### src/hw/rtl/rgbled_pkg.sv
// ---------------------------------------------------------------------------
// rgbled_pkg
// Shared types, constants and color helpers for the RGB LED effect generator.
// ---------------------------------------------------------------------------
`default_nettype none

package rgbled_pkg;

    localparam int unsigned NOW_W      = 32;
    localparam int unsigned CHAN_W     = 8;
    localparam int unsigned SPEED_W    = 4;
    localparam int unsigned IDX_W      = 3;
    localparam int unsigned CFG_DATA_W = 8;
    localparam int unsigned INTERVAL_W = 10;

    localparam logic [INTERVAL_W-1:0] SLOW_BASE_MS  = 10'd620;
    localparam logic [5:0]            SPEED_STEP_MS = 6'd52;
    localparam logic [CHAN_W-1:0]     PULSE_STEP    = 8'd24;
    localparam logic [CHAN_W-1:0]     CHAN_MAX      = 8'd255;
    localparam logic [CHAN_W-1:0]     WHEEL_SEG1    = 8'd85;
    localparam logic [CHAN_W-1:0]     WHEEL_SEG2    = 8'd170;
    localparam logic [CHAN_W-1:0]     RAINBOW_STEP  = 8'd8;
    localparam logic [SPEED_W-1:0]    SPEED_MIN     = 4'd1;
    localparam logic [SPEED_W-1:0]    SPEED_MAX     = 4'd10;

    typedef enum logic [1:0] {
        MODE_SOLID   = 2'd0,
        MODE_BLINK   = 2'd1,
        MODE_PULSE   = 2'd2,
        MODE_RAINBOW = 2'd3
    } mode_t;

    typedef enum logic [IDX_W-1:0] {
        REG_EFFECT_MODE  = 3'd0,
        REG_EFFECT_SPEED = 3'd1,
        REG_BASE_RED     = 3'd2,
        REG_BASE_GREEN   = 3'd3,
        REG_BASE_BLUE    = 3'd4
    } reg_idx_t;

    typedef struct packed {
        logic [CHAN_W-1:0] red;
        logic [CHAN_W-1:0] green;
        logic [CHAN_W-1:0] blue;
    } rgb_t;

    typedef struct packed {
        mode_t              mode;
        logic [SPEED_W-1:0] speed;
        rgb_t               base;
    } cfg_t;

    typedef struct packed {
        logic emit;
        rgb_t color;
    } fx_result_t;

    // three-segment color wheel, position read backwards
    function automatic rgb_t color_wheel(input logic [CHAN_W-1:0] pos);
        logic [CHAN_W-1:0] p;
        logic [CHAN_W-1:0] seg;
        logic [CHAN_W+1:0] seg3;
        logic [CHAN_W-1:0] up;
        rgb_t              c;
        p = CHAN_MAX - pos;
        if (p < WHEEL_SEG1) begin
            seg = p;
        end else if (p < WHEEL_SEG2) begin
            seg = p - WHEEL_SEG1;
        end else begin
            seg = p - WHEEL_SEG2;
        end
        seg3 = {2'b00, seg} + {1'b0, seg, 1'b0};
        up   = seg3[CHAN_W-1:0];
        if (p < WHEEL_SEG1) begin
            c.red   = CHAN_MAX - up;
            c.green = '0;
            c.blue  = up;
        end else if (p < WHEEL_SEG2) begin
            c.red   = '0;
            c.green = up;
            c.blue  = CHAN_MAX - up;
        end else begin
            c.red   = up;
            c.green = CHAN_MAX - up;
            c.blue  = '0;
        end
        return c;
    endfunction

    // base * level / 255, exact for all 8-bit operands
    function automatic logic [CHAN_W-1:0] scale_chan(input logic [CHAN_W-1:0] base,
                                                     input logic [CHAN_W-1:0] level);
        logic [2*CHAN_W-1:0] prod;
        logic [2*CHAN_W:0]   sum;
        prod = base * level;
        sum  = {1'b0, prod} + {{(CHAN_W+1){1'b0}}, prod[2*CHAN_W-1:CHAN_W]}
             + {{(2*CHAN_W){1'b0}}, 1'b1};
        return sum[2*CHAN_W-1:CHAN_W];
    endfunction

endpackage

`default_nettype wire

### src/hw/rtl/rgb_led_effect_generator_unit.sv
// ---------------------------------------------------------------------------
// rgb_led_effect_generator_unit
// Timestamp-driven blink, pulse and rainbow color generator for an RGB LED.
// ---------------------------------------------------------------------------
// Each item carries a millisecond timestamp; when 620 - 52*speed ms have
// passed since the last update in a mode other than solid, one color item comes out, otherwise none.
// The block takes one item per clock while the result side is not stalled:
// a timestamp is captured in the input register, and once the output register
// has room the effect state and color are worked out from it and land in the
// output register, from which the color is offered on the result port.
// Effect state advances as items leave the input register, which lets each
// item see the state its predecessor left. Configuration writes are registered;
// writing mode or speed restarts the timer, blink and pulse, while the rainbow
// position is kept.
// ---------------------------------------------------------------------------
`default_nettype none

module rgb_led_effect_generator_unit
    import rgbled_pkg::*;
(
    input  wire logic                  aclk,
    input  wire logic                  aresetn,
    input  wire logic                  cfg_wr_en,
    input  wire logic [IDX_W-1:0]      cfg_wr_index,
    input  wire logic [CFG_DATA_W-1:0] cfg_wr_data,
    input  wire logic                  s_valid,
    output logic                       s_ready,
    input  wire logic [NOW_W-1:0]      s_now_ms,
    output logic                       m_valid,
    input  wire logic                  m_ready,
    output logic [CHAN_W-1:0]          m_out_red,
    output logic [CHAN_W-1:0]          m_out_green,
    output logic [CHAN_W-1:0]          m_out_blue
);

    cfg_t             cfg;
    logic             restart;
    fx_result_t       result;

    logic             in_valid_reg;
    logic             in_valid_next;
    logic [NOW_W-1:0] now_reg;
    logic             out_valid_reg;
    logic             out_valid_next;
    rgb_t             out_color_reg;
    logic             advance;

    rgbled_cfg u_cfg (
        .aclk         (aclk),
        .aresetn      (aresetn),
        .cfg_wr_en    (cfg_wr_en),
        .cfg_wr_index (cfg_wr_index),
        .cfg_wr_data  (cfg_wr_data),
        .cfg          (cfg),
        .restart      (restart)
    );

    rgbled_fx u_fx (
        .aclk    (aclk),
        .aresetn (aresetn),
        .advance (advance),
        .now_ms  (now_reg),
        .cfg     (cfg),
        .restart (restart),
        .result  (result)
    );

    // handshake: input stage moves on when the output register has room
    assign advance = in_valid_reg && (!out_valid_reg || m_ready);
    assign s_ready = !in_valid_reg || advance;

    always_comb begin
        in_valid_next = in_valid_reg;
        if (s_valid && s_ready) begin
            in_valid_next = 1'b1;
        end else if (advance) begin
            in_valid_next = 1'b0;
        end
    end

    always_comb begin
        out_valid_next = out_valid_reg;
        if (advance) begin
            out_valid_next = result.emit;
        end else if (m_ready) begin
            out_valid_next = 1'b0;
        end
    end

    // control registers
    always_ff @(posedge aclk) begin
        if (!aresetn) begin
            in_valid_reg  <= 1'b0;
            out_valid_reg <= 1'b0;
        end else begin
            in_valid_reg  <= in_valid_next;
            out_valid_reg <= out_valid_next;
        end
    end

    // payload registers
    always_ff @(posedge aclk) begin
        if (s_valid && s_ready) begin
            now_reg <= s_now_ms;
        end
        if (advance && result.emit) begin
            out_color_reg <= result.color;
        end
    end

    assign m_valid     = out_valid_reg;
    assign m_out_red   = out_color_reg.red;
    assign m_out_green = out_color_reg.green;
    assign m_out_blue  = out_color_reg.blue;

endmodule

`default_nettype wire

### src/hw/rtl/rgbled_cfg.sv
// ---------------------------------------------------------------------------
// rgbled_cfg
// Configuration registers with speed saturation and effect restart strobe.
// ---------------------------------------------------------------------------
`default_nettype none

module rgbled_cfg
    import rgbled_pkg::*;
(
    input  wire logic                  aclk,
    input  wire logic                  aresetn,
    input  wire logic                  cfg_wr_en,
    input  wire logic [IDX_W-1:0]      cfg_wr_index,
    input  wire logic [CFG_DATA_W-1:0] cfg_wr_data,
    output cfg_t                       cfg,
    output logic                       restart
);

    cfg_t               cfg_reg;
    cfg_t               cfg_next;
    logic [SPEED_W-1:0] speed_sat;

    // clamp written speed into its legal range
    always_comb begin
        speed_sat = cfg_wr_data[SPEED_W-1:0];
        if (speed_sat < SPEED_MIN) begin
            speed_sat = SPEED_MIN;
        end else if (speed_sat > SPEED_MAX) begin
            speed_sat = SPEED_MAX;
        end
    end

    // register write decode
    always_comb begin
        cfg_next = cfg_reg;
        restart  = 1'b0;
        if (cfg_wr_en) begin
            case (cfg_wr_index)
                REG_EFFECT_MODE: begin
                    cfg_next.mode = mode_t'(cfg_wr_data[1:0]);
                    restart       = 1'b1;
                end
                REG_EFFECT_SPEED: begin
                    cfg_next.speed = speed_sat;
                    restart        = 1'b1;
                end
                REG_BASE_RED: begin
                    cfg_next.base.red = cfg_wr_data;
                end
                REG_BASE_GREEN: begin
                    cfg_next.base.green = cfg_wr_data;
                end
                REG_BASE_BLUE: begin
                    cfg_next.base.blue = cfg_wr_data;
                end
                default: begin
                    cfg_next = cfg_reg;
                end
            endcase
        end
    end

    always_ff @(posedge aclk) begin
        if (!aresetn) begin
            cfg_reg.mode  <= MODE_SOLID;
            cfg_reg.speed <= SPEED_MIN;
            cfg_reg.base  <= '0;
        end else begin
            cfg_reg <= cfg_next;
        end
    end

    assign cfg = cfg_reg;

endmodule

`default_nettype wire

### src/hw/rtl/rgbled_fx.sv
// ---------------------------------------------------------------------------
// rgbled_fx
// Effect state (timer, blink, pulse, rainbow) and per-item color logic.
// ---------------------------------------------------------------------------
`default_nettype none

module rgbled_fx
    import rgbled_pkg::*;
(
    input  wire logic              aclk,
    input  wire logic              aresetn,
    input  wire logic              advance,
    input  wire logic [NOW_W-1:0]  now_ms,
    input  wire cfg_t              cfg,
    input  wire logic              restart,
    output fx_result_t             result
);

    logic [NOW_W-1:0]      last_update_reg;
    logic [NOW_W-1:0]      last_update_next;
    logic                  blink_on_reg;
    logic                  blink_on_next;
    logic [CHAN_W-1:0]     pulse_level_reg;
    logic [CHAN_W-1:0]     pulse_level_next;
    logic                  pulse_rising_reg;
    logic                  pulse_rising_next;
    logic [CHAN_W-1:0]     rainbow_pos_reg;
    logic [CHAN_W-1:0]     rainbow_pos_next;

    logic [INTERVAL_W-1:0] interval;
    logic [NOW_W-1:0]      elapsed;
    logic                  due;
    logic [CHAN_W:0]       pulse_up;
    logic [CHAN_W-1:0]     level_step;
    logic                  rising_step;

    // update interval and elapsed time check
    assign interval = SLOW_BASE_MS
                    - ({{(INTERVAL_W-$bits(SPEED_STEP_MS)){1'b0}}, SPEED_STEP_MS}
                       * {{(INTERVAL_W-SPEED_W){1'b0}}, cfg.speed});
    assign elapsed  = now_ms - last_update_reg;
    assign due      = (cfg.mode != MODE_SOLID)
                    && (elapsed >= {{(NOW_W-INTERVAL_W){1'b0}}, interval});

    // pulse ramp with clamp and reversal
    assign pulse_up = {1'b0, pulse_level_reg} + {1'b0, PULSE_STEP};
    always_comb begin
        level_step  = pulse_level_reg;
        rising_step = pulse_rising_reg;
        if (pulse_rising_reg) begin
            if (pulse_up >= {1'b0, CHAN_MAX}) begin
                level_step  = CHAN_MAX;
                rising_step = 1'b0;
            end else begin
                level_step = pulse_up[CHAN_W-1:0];
            end
        end else begin
            if (pulse_level_reg <= PULSE_STEP) begin
                level_step  = '0;
                rising_step = 1'b1;
            end else begin
                level_step = pulse_level_reg - PULSE_STEP;
            end
        end
    end

    // color and next state for one item
    always_comb begin
        last_update_next  = last_update_reg;
        blink_on_next     = blink_on_reg;
        pulse_level_next  = pulse_level_reg;
        pulse_rising_next = pulse_rising_reg;
        rainbow_pos_next  = rainbow_pos_reg;
        result.emit       = advance && due;
        result.color      = '0;
        case (cfg.mode)
            MODE_BLINK: begin
                if (!blink_on_reg) begin
                    result.color = cfg.base;
                end
            end
            MODE_PULSE: begin
                result.color.red   = scale_chan(cfg.base.red, level_step);
                result.color.green = scale_chan(cfg.base.green, level_step);
                result.color.blue  = scale_chan(cfg.base.blue, level_step);
            end
            MODE_RAINBOW: begin
                result.color = color_wheel(rainbow_pos_reg);
            end
            default: begin
                result.color = '0;
            end
        endcase
        if (restart) begin
            last_update_next  = '0;
            blink_on_next     = 1'b1;
            pulse_level_next  = '0;
            pulse_rising_next = 1'b1;
        end else if (result.emit) begin
            last_update_next = now_ms;
            case (cfg.mode)
                MODE_BLINK: begin
                    blink_on_next = !blink_on_reg;
                end
                MODE_PULSE: begin
                    pulse_level_next  = level_step;
                    pulse_rising_next = rising_step;
                end
                MODE_RAINBOW: begin
                    rainbow_pos_next = rainbow_pos_reg + RAINBOW_STEP;
                end
                default: begin
                    last_update_next = now_ms;
                end
            endcase
        end
    end

    always_ff @(posedge aclk) begin
        if (!aresetn) begin
            last_update_reg  <= '0;
            blink_on_reg     <= 1'b1;
            pulse_level_reg  <= '0;
            pulse_rising_reg <= 1'b1;
            rainbow_pos_reg  <= '0;
        end else begin
            last_update_reg  <= last_update_next;
            blink_on_reg     <= blink_on_next;
            pulse_level_reg  <= pulse_level_next;
            pulse_rising_reg <= pulse_rising_next;
            rainbow_pos_reg  <= rainbow_pos_next;
        end
    end

endmodule

`default_nettype wire

### config.mk
export PLATFORM = sky130hd
export DESIGN_NAME = rgb_led_effect_generator_unit
export DESIGN_NICKNAME = d
export VERILOG_FILES = /design/src/hw/rtl/rgbled_pkg.sv /design/src/hw/rtl/rgb_led_effect_generator_unit.sv /design/src/hw/rtl/rgbled_cfg.sv /design/src/hw/rtl/rgbled_fx.sv
export SDC_FILE = /design/constraint.sdc
export NUM_CORES = 1
export LEC_CHECK = 0
export BUFFER_PORTS_ARGS = -buffer_cell sky130_fd_sc_hd__buf_2
export CAP_MARGIN = 20
export CORE_UTILIZATION = 35
export CTS_BUF_LIST = sky130_fd_sc_hd__clkbuf_16
export DETAILED_ROUTE_END_ITERATION = 10
export SYNTH_ARGS = -nofsm -noshare
export SYNTH_HDL_FRONTEND = slang
export SYNTH_SLANG_ARGS = --single-unit
### constraint.sdc
create_clock -name aclk -period 9.5 [get_ports aclk]
set_input_delay 0.475 -clock aclk [delete_from_list [all_inputs] [get_ports aclk]]
set_output_delay 0.475 -clock aclk [all_outputs]
set_load 0.01 [all_outputs]
==> Implementation_results.wiki <==
{| class="wikitable"
! Metric !! Value
|-
| Outcome || completed
|-
| Slowest cell delay on critical path || 730 ps
|-
| Critical Path Sink Type || register
|-
| Sinks on Clock Net || around 140
|-
| Logic depth of the worst register-to-register path || 30
|-
| Clock slew at the register clock pins of the worst setup and hold paths || roughly 60 ps
|-
| Final-report max-slew violation count || 0
|-
| Net Count, Synth || 2328
|-
| Dpl ws || 1090 ps
|-
| Number of cells traversed by the worst hold path || 1
|-
| DRT Wirelength || 45.8 mm
|-
| Antenna Cells || 0
|-
| Port Buffer Count || 73
|-
| I/O pin count || 74
|-
| Proportion of synthesized chip area in sequential cells || 19.4%
|-
| Count of state elements after synthesis || 135
|-
| Top FF cell, synth || dfxtp_1
|-
| Area growth from synthesis to layout || 8.65%
|-
| Root buf cell || clkbuf_16
|-
| Crit. path cell count || 30
|-
| Count of max-cap constraint violations || 0
|-
| Number of flops mapped to enable cells by yosys || 56
|-
| Global-route wire length before repair || 75.3 mm
|-
| Critical Path Source Type || register
|-
| Hold slack || 160 ps
|-
| Launch point of the worst hold path || s_now_ms[14]
|-
| Most used standard cells in the synthesized netlist || 226 x inv_1, 198 x ha_1, 175 x and2_1
|-
| Number of buffer and inverter stages on the critical path || 5
|-
| Achievable clock frequency || 117 MHz
|-
| Start point of the critical path || u_fx.pulse_level_reg[3]
|-
| Number of rows created at floorplan || 79
|-
| Static power due to leakage || 8.01 nW
|-
| Maximum fanout along the worst path || 16
|-
| Final setup skew || 11.7 ps
|-
| Inst Count DP || ~2.6k
|-
| Number of DRC markers after the initial detailed-route iteration || 1008
|-
| Sum of overflow across all layers after global routing || 0
|-
| Initial antenna violation count || 0
|-
| Slew at the pin closest to its max-slew limit || 1020 ps
|-
| Routed length per instance || roughly 17 um
|-
| Worst ir drop on vdd || roughly 0.00015 V
|-
| Worst path setup slack after routing || 959 ps
|-
| Area taken by multi-input logic gates || about 12000 um^2
|-
| Per-instance average area after synthesis || 8.52 um^2
|-
| Number of setup buffers added after CTS || 0
|-
| Share of cells above drive strength 1 || 7.95%
|-
| Setup violators final || 0
|-
| Final routed DRC violation total || 0
|-
| Number of warning messages in the yosys log || 0
|-
| Final HPWL DP || 35.5 mm
|-
| Minimum clock period || 8540 ps
|-
| Vias in the first global route || 14.3k
|-
| Initial standard-cell utilization of the core || around 36%
|-
| Cell family with the largest share of critical-path delay || adder cells
|-
| Sequential cell area || 3260 um^2
|-
| Critical Path RT || 9860 ps
|-
| Worst-skew pair later-pin latency || 490 ps
|-
| Antenna violation net count after detailed routing || 0
|-
| Start-to-end type of the worst setup path || register to register
|-
| Netlist cell types || 102
|-
| Number of nets in the layout || 2355
|-
| Maximum number of pins on one net before global-route repair || 49
|-
| CP max stage cell || a21oi_1
|-
| Core area || 47000 um^2
|-
| Average via count per standard cell || 5.42
|-
| PostCTS Resize Cnt || 0
|-
| Worst slew margin || 31.7%
|-
| Total of hold buffers inserted after clock tree synthesis || 0
|-
| Number of fillers in the final layout || 4766
|-
| Total Routing Usage GR || 19.2%
|-
| Via total after detailed routing || 14.2k
|-
| Most common cell in the netlist || inv_1
|-
| Number of clock buffers inserted by TritonCTS || 17
|-
| RSZ-0062 raised after global routing || no
|-
| Total Die Area || 48900 um^2
|-
| Largest cells by area after synthesis || ha_1 15%, fa_1 13%, edfxtp_1 10%, dfxtp_1 9.4%, and2_1 6.5%
|-
| Power density of the placed cells || roughly 85 nW/um^2
|-
| Synth area leader || ha_1
|-
| Hold Fails Final Rpt || 0
|-
| Final std cells w/o fill || around 2.6k
|-
| Die height || 221 um
|-
| Final Wtd Congestion || 0.899
|-
| First-pass DRT Iterations || 5
|-
| Area share of the leading cell type in the synthesized netlist || 14.8%
|-
| Period utilisation layout || roughly nine tenths
|-
| Post-Syn Instances || 1972
|-
| Post-synthesis instance area || 16800 um^2
|-
| Maximum buffer depth of the clock tree || 2
|-
| Clock tree from TritonCTS || done
|-
| H-tree depth || 4
|-
| Type of the most critical hold path || input pin to register
|-
| Post-synthesis async set-or-reset flop share || 0%
|-
| R2R Path Start || u_fx.pulse_level_reg[3]
|-
| Arrival time of data at the critical path endpoint || 8900 ps
|-
| Width of the chip || 221 um
|-
| Fin Setup TNS || 0 ps
|}
[path summary, 6_finish.rpt]
kind	end	slack, ps
worst min-delay path	now_reg[14]	160
worst min register to register	u_fx.last_update_reg[27]	470
worst max register to register	m_out_blue[5]	960
worst max-delay path	m_out_blue[5]	960
[layout by cell type, fill, tap and decap left out, types with 37 or more instances in the layout]
cell type and instances:
inv_1 227, ha_1 198, and2_1 175, nand2_1 131
a21oi_1 125, fa_1 110, o21ai_0 83, nor2_1 80
dfxtp_1 79, nand3_1 76, buf_2 73, xnor2_1 57
edfxtp_1 56, nor2b_1 38, o21ai_1 37
[area by class of cell]
cell class	count	area share, %
clock buffer	17	2.33
inverter	226	4.65
sequential	135	17.9
clock inverter	15	0.706
multi-input combinational	1535	67.8
timing repair buffer	84	2.46
tap	607	4.16
[power breakdown]
part           switching (W)  internal (W)  leakage (nW)  total [W]
combinational       0.000160      0.000104          6.59   0.000263
sequential         0.0000172      0.000620          1.14   0.000637
clock               0.000289      0.000358         0.273   0.000647
[per-stage QoR]
step | total power (W) | util (%) | instance area [um^2]
after global routing | 0.00162 | 38.9 | 18200
after floorplan | 0.000832 | - | 16800
after global placement | 0.000908 | 37.7 | 17700
after detailed placement | 0.000910 | 37.7 | 17700
after CTS | 0.00156 | 38.9 | 18200
final | 0.00155 | 38.9 | 18200
[metal layers]
metal / global-route usage (%) / share of wire, %
met4: 6.72 / 2.4
met5: 0 / 0
met2: 32.9 / 48
met1: 24.2 / 45
met3: 3.43 / 4.3
[logic make-up after synthesis]
group           share of synthesized area (%)
simple gates                             20.8
compound gates                           18.2
flops                                    19.4
mux                                      1.93
buf+inv                                  7.12
xor+xnor                                 4.52
fa+ha+maj                                28.0
(Power assumes the default switching activity.)
